===== src/design/bfd_pkg.sv =====
package bfd_pkg;

   // default line store depth in pixels
   localparam int MAX_WIDTH_DEF = 2048;

   // field and datapath widths
   localparam int PIX_W  = 8;
   localparam int NCH    = 4;
   localparam int SUM_W  = 32;
   localparam int AREA_W = 28;
   localparam int SW_W   = 12;
   localparam int SH_W   = 16;
   localparam int BND_NW = 32;
   localparam int BND_DW = 16;
   localparam int IDX_W  = 3;
   localparam int DATA_W = 16;

   // register indexes
   localparam logic [IDX_W-1:0] REG_SRC_WIDTH     = 3'd0;
   localparam logic [IDX_W-1:0] REG_SRC_HEIGHT    = 3'd1;
   localparam logic [IDX_W-1:0] REG_DST_WIDTH     = 3'd2;
   localparam logic [IDX_W-1:0] REG_DST_HEIGHT    = 3'd3;
   localparam logic [IDX_W-1:0] REG_FOUR_CHANNELS = 3'd4;

   typedef enum logic [2:0] {
      ST_CLEAR,
      ST_INIT_COL,
      ST_INIT_ROW,
      ST_IDLE,
      ST_READ,
      ST_DIV,
      ST_PUSH
   } state_type;

   // per-lane line store and divider control
   typedef struct packed {
      logic wr_en;
      logic wr_zero;
      logic div_start;
   } lane_ctl_type;

endpackage


===== src/design/bfd_merge.sv =====
module bfd_merge
   import bfd_pkg::*;
(
   input  logic             clock,
   input  logic             reset,
   input  logic             load,
   input  logic             four_ch,
   input  logic [PIX_W-1:0] lane_avg [NCH],
   input  logic             row_last,
   input  logic             frame_last,
   input  logic             rsp_stall,
   output logic             can_load,
   output logic             rsp_valid,
   output logic [PIX_W-1:0] rsp_out_ch0,
   output logic [PIX_W-1:0] rsp_out_ch1,
   output logic [PIX_W-1:0] rsp_out_ch2,
   output logic [PIX_W-1:0] rsp_out_ch3,
   output logic             rsp_row_last,
   output logic             rsp_frame_last
);

   logic             valid_ff, valid_in;
   logic [PIX_W-1:0] ch_ff [NCH];
   logic             rl_ff, fl_ff;

   // output register frees when empty or being taken
   assign can_load = !valid_ff || !rsp_stall;

   always_comb begin
      valid_in = valid_ff;
      if (load) begin
         valid_in = 1'b1;
      end else if (valid_ff && !rsp_stall) begin
         valid_in = 1'b0;
      end
   end

   // gather lane results into one word
   always_ff @(posedge clock) begin
      if (load) begin
         ch_ff[0] <= lane_avg[0];
         ch_ff[1] <= lane_avg[1];
         ch_ff[2] <= lane_avg[2];
         ch_ff[3] <= four_ch ? lane_avg[3] : '0;
         rl_ff    <= row_last;
         fl_ff    <= frame_last;
      end
      if (reset) begin
         valid_ff <= 1'b0;
      end else begin
         valid_ff <= valid_in;
      end
   end

   assign rsp_valid      = valid_ff;
   assign rsp_out_ch0    = ch_ff[0];
   assign rsp_out_ch1    = ch_ff[1];
   assign rsp_out_ch2    = ch_ff[2];
   assign rsp_out_ch3    = ch_ff[3];
   assign rsp_row_last   = rl_ff;
   assign rsp_frame_last = fl_ff;

endmodule


===== config.mk =====
export PLATFORM = sky130hd
export DESIGN_NAME = bfd_merge
export DESIGN_NICKNAME = d
export VERILOG_FILES = /design/src/design/bfd_pkg.sv /design/src/design/bfd_merge.sv
export SDC_FILE = /design/constraint.sdc
export NUM_CORES = 1
export LEC_CHECK = 0
export BUFFER_PORTS_ARGS = -buffer_cell sky130_fd_sc_hd__buf_2
export CAP_MARGIN = 20
export CORE_MARGIN = 2
export CORE_UTILIZATION = 35
export CTS_BUF_LIST = sky130_fd_sc_hd__clkbuf_16
export DETAILED_ROUTE_END_ITERATION = 8
export PLACE_DENSITY = 0.67
export SYNTH_ARGS = -nofsm -noshare
export SYNTH_HDL_FRONTEND = slang
export SYNTH_SLANG_ARGS = --single-unit

===== constraint.sdc =====
create_clock -name clock -period 1 [get_ports clock]
set_clock_uncertainty 0.1 [all_clocks]
set_input_delay 0.1 -clock clock [delete_from_list [all_inputs] [get_ports clock]]
set_output_delay 0.1 -clock clock [all_outputs]
set_load 0.05 [all_outputs]

==> flow_summary.toml <==
[floorplanning]
die_x_um = 60.15
core_sq_um = 3028
rows = 20
die_y_um = 60.15
boundaryPins = 75
start_util_pct = 36.45
dieArea_sq_um = 3618

[finish]
final_cell_mix = "buf_2, buf_6, edfxtp_1"
final_common_cell = "buf_2"
fillers = 192
stdcell_count = 200
syn_to_final_growth_pct = 98.98
multi_input_area_sq_um = 65.06
regArea_sq_um = 1042
drive_gt1_share_pct = 53.21
n_antenna_cell = 0
layout.nets = 195
utilization_pct = 72.52

[timing]
layout_min_cycle_time_ns = 1.051
whs_ns = 0.008696
worst_pin_slew_ns = 0.1864
rsz0062_at_grt = "yes"
setup_viol = 35
fin_crit_sh_pct = 105.1
fmax_mhz = 951.5
drv_slew = 0
hold_viol = 0
fin_ws_ns = -0.05100
maxSlewHeadroom_pct = 87.58

[hold_path]
min_path_type = "input pin to flip-flop"

[drt]
wirelength_um = 2947
drt-met1-wl_um = 1091
num_vias = 839
ant_nets = 0
top_layer = "met4"
via_per_inst = 4.195
drc = 0
initialDrtViolationCount = 26
wire_per_inst_um = 14.74
drt_pass1_iterations = 4
dr_wl_met2_um = 1520
dr_wl_met3_um = 301

[place]
port_buffers = 74
routabilityCongestion = 0.6392
dp_cells = 165

[clock_tree]
cts_buffers = 5
cts_tree = "yes"
cts.sink_count = 35
cts_setup_buffers = 0
h-tree-depth = 2
root_buffer = "clkbuf_16"
clk_path_buf_depth = 2
insertion_delay_ns = 0.27
clkTransAtPathRegs_ns = 0.05

[yosys]
synth.distinct_cells = 6
syn_area_sq_um = 1104
yosysWarningCount = 0
syn_nets = 85
synth_area_per_cell_sq_um = 23.99
synth.yosys.seq_area_share_pct = 94.33
ys_ff_latch = 35
synth_cells = 46

[power_and_ir_drop]
ir_worst_vdd_uv = 916.7
cellLeakagePower_nw = 0.9288
finalPower_mw = 4.072
p_per_area_nw_per_um2 = 1854

[setup_path]
critPathMaxFanout = 1
cpMaxStageDelayCell = "edfxtp_1"
path_delay_family = "flip-flops"
worstSetupPathType = "flip-flop to primary output"
critPathBufInv = 1
startpoint_type = "flip-flop"
cp.arrival_ns = 0.85
cp.required_ns = 0.80
cpPeakStageDelay_ns = 0.40
cp_cell_sequence = "buf_6"
end_kind = "primary output"

[outcome]
violations = "negative setup slack"
outcome = "complete, but fails checks"

[global_route]
grt_pass1_vias = 864
grt_max_degree = 36
grt_pass1_wl_um = 4215
gr-total-overflow = 0
grtUsageTotal_pct = 17.76
antenna_found_initial = 0

[run]
maxCapViolations = 0
## flip-flops by register name, indices dropped and copies added, names as in the netlist
register,count
rsp_row_last,1
ch_ff,32
rsp_valid,1
rsp_frame_last,1
## worst reg2reg max path, cell delays in order (launching register included)
cell and delay (ns):
dfxtp_2 0.34, a21oi_1 0.12, nor2_1 0.04
## worst paths after layout
kind | cells after the start | slack [ns] | start | to
hold reg to reg | 2 | 0.43 | rsp_valid | rsp_valid
hold / removal | 2 | 0.009 | lane_avg[6] | ch_ff[3][6]
setup reg to reg | 2 | 0.29 | rsp_valid | rsp_valid
setup / recovery | 1 | -0.05 | ch_ff[0][2] | rsp_out_ch0[2]
## routing by layer
layer	GRT usage [%]	vias up
met2	28.88	54
li1	-	394
met5	0	-
met1	19.26	389
met4	9.524	0
met3	8.009	2
## power breakdown
group / leakage [nW] / internal [mW] / switching, mW
clock: 0.0671 / 0.892 / 0.504
combinational: 0.522 / 0.351 / 0.522
sequential: 0.340 / 1.74 / 0.0585
## cells by family (layout without fill, tap and decap cells)
family	Yosys count	count (layout)	synth area share (%)
AOI/OAI and AO/OA	1	1	0.4531
buffers and inverters	0	110	0
and+or+nand+nor	10	10	5.215
DFF	35	35	94.33
## per-stage QoR
stage / area [sq um] / setup WS [ns] / TNS [ns]
after floorplan: 1107 / 0.06975 / 0
after global placement: 1553 / 0.1724 / 0
after detailed placement: 1553 / 0.1627 / 0
after CTS: 2192 / -0.05667 / -0.7669
after global routing: 2196 / -0.07912 / -1.899
final: 2196 / -0.05100 / -0.7404
## final cells by class
type | instances | share of cell area [%]
multi-input combinational | 11 | 2.963
clock buffer | 5 | 5.698
sequential | 35 | 47.46
tap | 44 | 2.507
clock inverter | 2 | 0.3989
timing repair buffer | 103 | 40.97
## repair_timing
| action | CTS | global route |
|---|---|---|
| hold buffers | 28 | 0 |
| pin swaps | 0 | 0 |
| endpoints found under the hold margin | 27 | 0 |
| setup endpoints to repair | 36 | 36 |
| gates resized for setup | 72 | 1 |
| gates cloned | 0 | 0 |
## cell usage after synthesis
library cell  number  area (sq um)
nor2_1             1         3.750
dfxtp_1            1         20.02
and2_1             8         50.05
nand2_1            1         3.750
a21oi_1            1         5.000
edfxtp_1          34          1021
(Power assumes the default switching activity.)
