### src/design/bfd_pkg.sv
package bfd_pkg;

   // default line store depth in pixels
   localparam int MAX_WIDTH_DEF = 2048;

   // field and datapath widths
   localparam int PIX_W  = 8;
   localparam int NCH    = 4;
   localparam int SUM_W  = 32;
   localparam int AREA_W = 28;
   localparam int SW_W   = 12;
   localparam int SH_W   = 16;
   localparam int BND_NW = 32;
   localparam int BND_DW = 16;
   localparam int IDX_W  = 3;
   localparam int DATA_W = 16;

   // register indexes
   localparam logic [IDX_W-1:0] REG_SRC_WIDTH     = 3'd0;
   localparam logic [IDX_W-1:0] REG_SRC_HEIGHT    = 3'd1;
   localparam logic [IDX_W-1:0] REG_DST_WIDTH     = 3'd2;
   localparam logic [IDX_W-1:0] REG_DST_HEIGHT    = 3'd3;
   localparam logic [IDX_W-1:0] REG_FOUR_CHANNELS = 3'd4;

   typedef enum logic [2:0] {
      ST_CLEAR,
      ST_INIT_COL,
      ST_INIT_ROW,
      ST_IDLE,
      ST_READ,
      ST_DIV,
      ST_PUSH
   } state_type;

   // per-lane line store and divider control
   typedef struct packed {
      logic wr_en;
      logic wr_zero;
      logic div_start;
   } lane_ctl_type;

endpackage

### src/design/bfd_div.sv
module bfd_div
   import bfd_pkg::*;
#(
   parameter int NW = 32,
   parameter int DW = 16
) (
   input  logic          clock,
   input  logic          reset,
   input  logic          start,
   input  logic [NW-1:0] numer,
   input  logic [DW-1:0] denom,
   output logic          busy,
   output logic [NW-1:0] quot
);

   localparam int CW = $clog2(NW + 1);

   logic [NW-1:0] q_ff, q_in;
   logic [DW:0]   r_ff, r_in;
   logic [DW-1:0] d_ff, d_in;
   logic [CW-1:0] cnt_ff, cnt_in;
   logic          busy_ff, busy_in;
   logic [DW:0]   trial;

   // restoring division, one quotient bit a cycle
   always_comb begin
      trial   = {r_ff[DW-1:0], q_ff[NW-1]};
      q_in    = q_ff;
      r_in    = r_ff;
      d_in    = d_ff;
      cnt_in  = cnt_ff;
      busy_in = busy_ff;
      if (start) begin
         q_in    = numer;
         r_in    = '0;
         d_in    = denom;
         cnt_in  = CW'(NW);
         busy_in = 1'b1;
      end else if (busy_ff) begin
         if (trial >= {1'b0, d_ff}) begin
            r_in = trial - {1'b0, d_ff};
            q_in = {q_ff[NW-2:0], 1'b1};
         end else begin
            r_in = trial;
            q_in = {q_ff[NW-2:0], 1'b0};
         end
         cnt_in = cnt_ff - 1'b1;
         if (cnt_ff == CW'(1)) begin
            busy_in = 1'b0;
         end
      end
   end

   always_ff @(posedge clock) begin
      q_ff <= q_in;
      r_ff <= r_in;
      d_ff <= d_in;
      if (reset) begin
         cnt_ff  <= '0;
         busy_ff <= 1'b0;
      end else begin
         cnt_ff  <= cnt_in;
         busy_ff <= busy_in;
      end
   end

   assign busy = busy_ff;
   assign quot = q_ff;

endmodule

### config.mk
export PLATFORM = sky130hd
export DESIGN_NAME = bfd_div
export DESIGN_NICKNAME = d
export VERILOG_FILES = /design/src/design/bfd_pkg.sv /design/src/design/bfd_div.sv
export SDC_FILE = /design/constraint.sdc
export NUM_CORES = 1
export LEC_CHECK = 0
export ABC_AREA = 1
export BUFFER_PORTS_ARGS = -buffer_cell sky130_fd_sc_hd__buf_2
export CORE_ASPECT_RATIO = 0.8
export CORE_MARGIN = 3
export CORE_UTILIZATION = 55
export CTS_BUF_LIST = sky130_fd_sc_hd__clkbuf_16
export CTS_CLUSTER_DIAMETER = 150
export CTS_CLUSTER_SIZE = 16
export DETAILED_ROUTE_END_ITERATION = 8
export GPL_TIMING_DRIVEN = 0
export MAX_ROUTING_LAYER = met4
export PLACE_DENSITY = 0.8
export SLEW_MARGIN = 20
export SYNTH_ARGS = -nofsm -noshare
export SYNTH_HDL_FRONTEND = slang
export SYNTH_SLANG_ARGS = --single-unit
export TNS_END_PERCENT = 50
### constraint.sdc
create_clock -name clock -period 3 [get_ports clock]
set_input_delay 0.15 -clock clock [delete_from_list [all_inputs] [get_ports clock]]
set_output_delay 0.15 -clock clock [all_outputs]
set_load 0.05 [all_outputs]
==> results by group, run 1 <==
Power and ir drop
  • LEAKAGE: 2.632 nW
  • Flop pwr share: 0.431
  • Net Sw Power: 0.7900 mW
  • Gate power share: 0.186
  • Clock network fraction of total power: 0.383
  • Power Total: 2.707 mW
  • Max rail drop VDD: 0.4708 mV
  • Sw frac: 0.2918
  • Power per standard cell area: 537.8 mW/mm^2
  • Pint: 1.917 mW

Cells and area
  • Post-route cell area: 0.005034 sq mm
  • Diode count: 0
  • Nets: 697
  • Layout cells sized above 1: 0.1978
  • Filler cells: 575
  • Layout area overhead: 24.67%

Floorplanning
  • Core Footprint: 0.006993 sq mm
  • Chip height: 82.64 um
  • DIE WIDTH: 101.8 um
  • Top Ports: 84
  • Initial Util: 0.5774
  • Rows: 27
  • Die area: 0.008412 sq mm

Placement
  • Post-DP HPWL: 7114 um
  • DP Worst Slack: 812.2 ps
  • Port Buf Inserts: 83
  • Placer congestion estimate: 0.9133
  • Placement-stage cell area: 0.004583 sq mm

Min path
  • Worst Hold Launch: numer[4]
  • Hold Crit Class: in -> reg

CTS
  • TritonCTS Buffers: 9
  • Cts hold-fix bufs: 16
  • Post_cts resized: 0
  • Clock sinks: 71
  • Worst skew pair latency: 330 ps
  • H-tree levels: 3
  • Worst-case clock buffer depth: 2
  • Setup bufs post-CTS: 0
  • Worst-path clk slew: 60 ps
  • Root buffer cell: clkbuf_16
  • CTS tree: yes

Critical path
  • Most frequent CP cell: a21oi_1
  • Crit path max fanout: 10
  • Reg2reg start: d_ff[12]$_DFFE_PP_
  • Worst-path cell chain: inv_1 -> ha_1 -> a21oi_1 -> a21oi_1 -> nor2_4 -> buf_4 -> nand3_1 -> nand3_2 -> o21ai_2
  • CP max stage cell: edfxtp_1
  • Critical path origin: d_ff[12]$_DFFE_PP_
  • Worst Setup End Kind: flip-flop
  • Crit path arrival time: 2310 ps
  • Startpoint types: flip-flop
  • WS Path Type: reg -> reg
  • Critical path required time: 3220 ps
  • Slowest stage delay, CP: 360 ps

Detailed routing
  • Initial DRC Count: 224
  • DRT antenna net count: 0
  • Drt drc: 0
  • Via Count: 3592
  • Vias per cell: 4.996
  • DRT Pass-1 Iters: 5
  • Final WL: 9796 um
  • DR WL/cell: 13.62 um

Timing
  • Slew HR: 0.5320
  • Final Setup Violations: 0
  • Min Clock Period, post-route: 2091 ps
  • Post-route clock period utilization: 0.6969
  • Slew Limit Fails: 0
  • Final WS setup: 909.4 ps
  • Measured slew at the worst slew-check pin: 699.4 ps
  • Final Hold Fails: 0
  • Unrepaired setup endpoints after global routing: false
  • Peak Freq: 0.4783 GHz
  • Clk_skew: 6.814 ps

Synth
  • Sequential-to-total area share from yosys stat: 0.4710
  • Top FF cell, synth: edfxtp_1
  • Most frequent cell after synthesis: nand2_1
  • Most frequent cells after synthesis: 210 x nand2_1, 75 x inv_1, 48 x edfxtp_1
  • Post-Synthesis Cells: 516
  • Net Count, Synth: 586
  • Synth async-reset ratio: 0
  • Top cells by area, synth: edfxtp_1 36%, nand2_1 20%, dfxtp_1 11%
  • Synth Warn #: 0
  • Mapped Area: 0.004038 sq mm
  • Avg Synthesized Cell Area: 7.825 sq um
  • Flops & latches, synth: 71
  • Area leader, netlist: edfxtp_1
  • Post-synth EDFFs: 48
  • Share of the synthesized area in the top cell type: 0.3570
  • Post-synthesis cell type count: 34

Run status
  • Status: finished clean

Global route
  • Remaining global-route overflow: 0
  • Initial antenna violation count: 0
  • Largest net degree at the start of global routing: 30
  • Vias in the first global route: 3349
  • GRT Util Overall: 0.2446
  • First-pass GRT wire length: 15470 um

Run
  • Max_cap viols: 0
worst max-delay path: cells and delay by family (launching register included):
kind                     cells  cell delay, ps
AO/OA/AOI/OAI                3             550
adder cells (fa/ha/maj)      1             260
buffers and inverters        2             310
flip-flops                   1             360
AND/OR/NAND/NOR              3             490
cells by family after synthesis:
| family | synth area share |
|---|---|
| AOI/OAI and AO/OA | 0.03936 |
| xor gates and xnor gates | 0.01952 |
| adders and majority gates | 0.06074 |
| buffers and inverters | 0.08862 |
| DFF | 0.4710 |
| and+or+nand+nor | 0.3207 |
registers in the layout (all words and copies together) (netlist names):
signal	flops
busy	1
cnt_ff	6
r_ff	16
d_ff	16
quot	32
power groups by stage:
| stage | Clock, mW | Sequential [mW] | Combinational (mW) |
|---|---|---|---|
| finish | 1.04 | 1.17 | 0.504 |
| global route | 1.11 | 1.17 | 0.549 |
| CTS | 1.06 | 1.17 | 0.503 |
| detailed placement | 0 | 1.19 | 0.483 |
| global placement | 0 | 1.18 | 0.469 |
| floorplan | 0 | 1.35 | 0.183 |
stage by stage:
step	utilization	std cells	hold slack, ps	setup TNS [ps]
2_1_floorplan	-	516	248.9	0
3_3_place_gp	0.6524	686	326.1	-10730
3_5_place_dp	0.6554	687	328.1	0
4_1_cts	0.7198	719	78.38	0
5_1_grt	0.7198	719	88.22	0
6_report	0.7198	719	83.49	0
path summary, 6_finish.rpt:
kind	to	slack (ps)	cells past startpoint
min reg2reg	r_ff[11]$_SDFFE_PP0P_	470	2
max	r_ff[7]$_SDFFE_PP0P_	910	9
min	quot[4]$_DFFE_PP_	80	3
max reg2reg	r_ff[7]$_SDFFE_PP0P_	910	9
placed cells by master, fill, tap and decap left out, types with 3 or more instances in the layout:
cell and instances:
nand2_1 210, buf_2 84, inv_1 76, edfxtp_1 48
nand3_1 35, dfxtp_1 23, nor2_1 22, ha_1 18
dlygate4sd3_1 16, a21oi_1 10, clkbuf_16 9, clkbuf_1 7
xnor2_1 7, o21ai_0 7, nand3_2 6, nor3_1 5
nand3b_1 5, nand4_1 5, nand2_2 4, o21ai_2 3
metal layers:
| metal | vias up | part of all wire | global-route usage | routed length [um] |
|---|---|---|---|---|
| met5 | - | 0 | - | 0 |
| met4 | 0 | 0.013 | 0.07039 | 130 |
| met3 | 13 | 0.050 | 0.05206 | 489 |
| met2 | 89 | 0.47 | 0.3721 | 4622 |
| met1 | 1640 | 0.46 | 0.3319 | 4553 |
| li1 | 1850 | - | - | - |
area by class of cell:
cell class | count | area [sq um] | share of cell area
Sequential cell | 71 | 1902 | 0.3778
Multi-Input combinational cell | 355 | 1778 | 0.3532
Timing Repair Buffer | 100 | 595.6 | 0.1183
Inverter | 78 | 292.8 | 0.05817
Clock buffer | 9 | 225.2 | 0.04474
Tap cell | 87 | 108.9 | 0.02163
Buffer | 12 | 66.31 | 0.01317
Clock inverter | 7 | 65.06 | 0.01293
Note: power is estimated with default switching activity, not from simulation.
==> inputs of run 2 (changes only) <==
--- a/config.mk
+++ b/config.mk
@@ -9,14 +9,14 @@
 export BUFFER_PORTS_ARGS = -buffer_cell sky130_fd_sc_hd__buf_2
 export CORE_ASPECT_RATIO = 0.8
 export CORE_MARGIN = 3
-export CORE_UTILIZATION = 55
+export CORE_UTILIZATION = 50
 export CTS_BUF_LIST = sky130_fd_sc_hd__clkbuf_16
 export CTS_CLUSTER_DIAMETER = 150
 export CTS_CLUSTER_SIZE = 16
 export DETAILED_ROUTE_END_ITERATION = 8
 export GPL_TIMING_DRIVEN = 0
 export MAX_ROUTING_LAYER = met4
-export PLACE_DENSITY = 0.8
+export PLACE_DENSITY = 0.77
 export SLEW_MARGIN = 20
 export SYNTH_ARGS = -nofsm -noshare
 export SYNTH_HDL_FRONTEND = slang
==> constraint.sdc (replaced) <==
create_clock -name clock -period 1.7 [get_ports clock]
set_input_delay 0.085 -clock clock [delete_from_list [all_inputs] [get_ports clock]]
set_output_delay 0.085 -clock clock [all_outputs]
set_load 0.05 [all_outputs]
==> results by group, run 2 (synthesis results as in run 1) <==
Timing
  • Slew Limit Fails: 0 (unchanged)
  • Final Hold Fails: 0 (unchanged)
  • Post-route clock period utilization: 1.104 (+0.4075)
  • Clk_skew: 5.585 ps (-1.229 ps)
  • Slew HR: 0.5850 (+0.05297)
  • Final WS setup: -177.4 ps (-1087 ps)
  • Min Clock Period, post-route: 1877 ps (-213.2 ps)
  • Measured slew at the worst slew-check pin: 620.2 ps (-79.16 ps)
  • Final Setup Violations: 17 (+17)
  • Peak Freq: 0.5326 GHz (+11%)
  • Unrepaired setup endpoints after global routing: true

Critical path
  • Critical path required time: 1910 ps (-1310 ps)
  • CP max stage cell: edfxtp_1
  • Crit path arrival time: 2090 ps (-220 ps)
  • WS Path Type: reg -> reg
  • Worst-path cell chain: inv_2 -> ha_4 -> nand2_4 -> nor2_4 -> nand3_2 -> o21ai_2 -> nor2_4 -> nand2_8 -> buf_8 -> nand2_4 -> nand3_2 -> o21ai_1
  • Startpoint types: flip-flop
  • Critical path origin: d_ff[3]$_DFFE_PP_
  • Slowest stage delay, CP: 350 ps (about the same)
  • Worst Setup End Kind: flip-flop
  • Reg2reg start: d_ff[3]$_DFFE_PP_
  • Crit path max fanout: 5 (-5)

Cells and area
  • Post-Layout Cell Count: 747 (+3.9%)
  • Nets: 707 (+1.4%)
  • Filler cells: 532 (-7.5%)
  • Util after Layout: 0.7474 (+0.02756)
  • Post-route cell area: 0.005682 sq mm (+13%)
  • Max reg flops: 32 (unchanged)
  • Layout area overhead: 40.72%
  • Layout cells sized above 1: 0.3396 (+0.1418)
  • Diode count: 0 (unchanged)
  • Commonest non-fill, non-tap cell in the layout: nand2_1
  • Most frequent cells in the layout: 179 x nand2_1, 84 x buf_2, 60 x inv_1, 48 x edfxtp_1, 28 x nand3_1

Placement
  • Placer congestion estimate: 0.8852 (-3.1%)
  • Placement-stage cell area: 0.004607 sq mm (+0.52%)
  • Post-DP HPWL: 6962 um (-2.1%)
  • Placed Cells incl. Taps: 704 (+2.5%)
  • DP Worst Slack: -420.3 ps (-1232 ps)
  • Port Buf Inserts: 83 (unchanged)

Floorplanning
  • Chip height: 86.38 um (+4.5%)
  • Die area: 0.009196 sq mm (+9.3%)
  • Top Ports: 84 (unchanged)
  • DIE WIDTH: 106.5 um (+4.6%)
  • Core Footprint: 0.007602 sq mm (+8.7%)
  • Initial Util: 0.5311 (-0.04628)
  • Rows: 28 (+3.7%)

Global route
  • First-pass GRT wire length: 16510 um (+6.7%)
  • Initial antenna violation count: 0 (unchanged)
  • Remaining global-route overflow: 0 (unchanged)
  • Largest net degree at the start of global routing: 42 (+40%)
  • Vias in the first global route: 3467 (+3.5%)
  • GRT Util Overall: 0.2330 (-0.01161)

CTS
  • Worst-path clk slew: 60 ps (about the same)
  • Clock sinks: 71 (unchanged)
  • CTS tree: yes
  • Worst-case clock buffer depth: 2 (unchanged)
  • Root buffer cell: clkbuf_16
  • TritonCTS Buffers: 9 (unchanged)
  • H-tree levels: 3 (unchanged)
  • Worst skew pair latency: 330 ps (about the same)

Detailed routing
  • Vias per cell: 5.108 (+2.3%)
  • Via Count: 3816 (+6.2%)
  • DR WL/cell: 14.71 um (+8.0%)
  • DRT Pass-1 Iters: 5 (unchanged)
  • Drt drc: 0 (unchanged)
  • DRT antenna net count: 0 (unchanged)
  • Initial DRC Count: 294 (+31%)
  • Final WL: 10990 um (+12%)

Run
  • Max_cap viols: 0 (unchanged)

Power and ir drop
  • LEAKAGE: 2.751 nW (+4.5%)
  • Power Total: 4.985 mW (+84%)
  • Power per standard cell area: 877.4 mW/mm^2 (+63%)
  • Max rail drop VDD: 0.6557 mV (+39%)

Run status
  • Failing checks: negative setup slack
  • Status: complete, but fails checks

Min path
  • Worst Hold Launch: numer[16]
  • Hold Crit Class: in -> reg
-- run 2: cell count changes in the layout (fill, tap and decap cells not counted), moves of 7 or more --
| cell | change |
|---|---|
| nand2_1 | -31 |
| nand2_2 | +20 |
| ha_1 | -16 |
| ha_4 | +16 |
| inv_1 | -16 |
| inv_2 | +16 |
| nand2_4 | +9 |
| nand3_1 | -7 |
-- run 2: worst paths after layout --
check	endpoint	slack, ps	depth (start not counted)
min	quot[16]$_DFFE_PP_	20	3
max	r_ff[3]$_SDFFE_PP0P_	-180	12
max reg2reg	r_ff[3]$_SDFFE_PP0P_	-180	12
min reg2reg	r_ff[13]$_SDFFE_PP0P_	480	2
-- run 2: report_power, final --
group          switching (mW)  internal [mW]
clock network           0.741           1.14
logic                   0.711          0.329
registers              0.0694           2.00
total                    1.52           3.46
-- run 2: through the flow --
| stage | hold slack, ps | setup TNS, ps |
|---|---|---|
| global placement | 261.3 | -22990 |
| detailed placement | 263.1 | -24240 |
| global route | 16.39 | -5233 |
| finish | 24.19 | -2472 |
| CTS | 15.94 | -4395 |
| floorplan | 183.9 | -5976 |
-- run 2: layer usage --
layer	up-vias	GRT usage	routed length (um)
met3	31	0.05585	598
met5	-	-	0
met2	150	0.3617	5288
met1	1759	0.3096	4806
met4	0	0.06272	294
li1	1876	-	-
-- run 2: area by class of cell --
cell class | instances | area, sq um | area share
flip-flops and latches | 71 | 1903 | 0.3349
inverters | 78 | 292.8 | 0.05153
multi-input cells | 355 | 2256 | 0.3970
well taps | 105 | 131.4 | 0.02312
repair buffers | 110 | 714.4 | 0.1257
plain buffers | 12 | 87.58 | 0.01542
clock buffers | 9 | 225.2 | 0.03964
clock inverters | 7 | 71.32 | 0.01255
-- run 2: repair_timing --
action / 4_1_cts / 5_1_grt
gates cloned: 1 / 1
buffers inserted: 6 / 3
pin swaps: 14 / 27
gates resized for setup: 40 / 79
hold buffers: 16 / 0
endpoints found under the hold margin: 16 / 0
endpoints found under the setup margin: 50 / 64
-- run 2: worst max-delay path, delay by kind of cell (launching register included) --
kind	cells	cell delay [ps]
adder cells (fa/ha/maj)	1	310
flip-flops	1	350
AND/OR/NAND/NOR	7	630
AO/OA/AOI/OAI	2	270
buffers and inverters	2	190
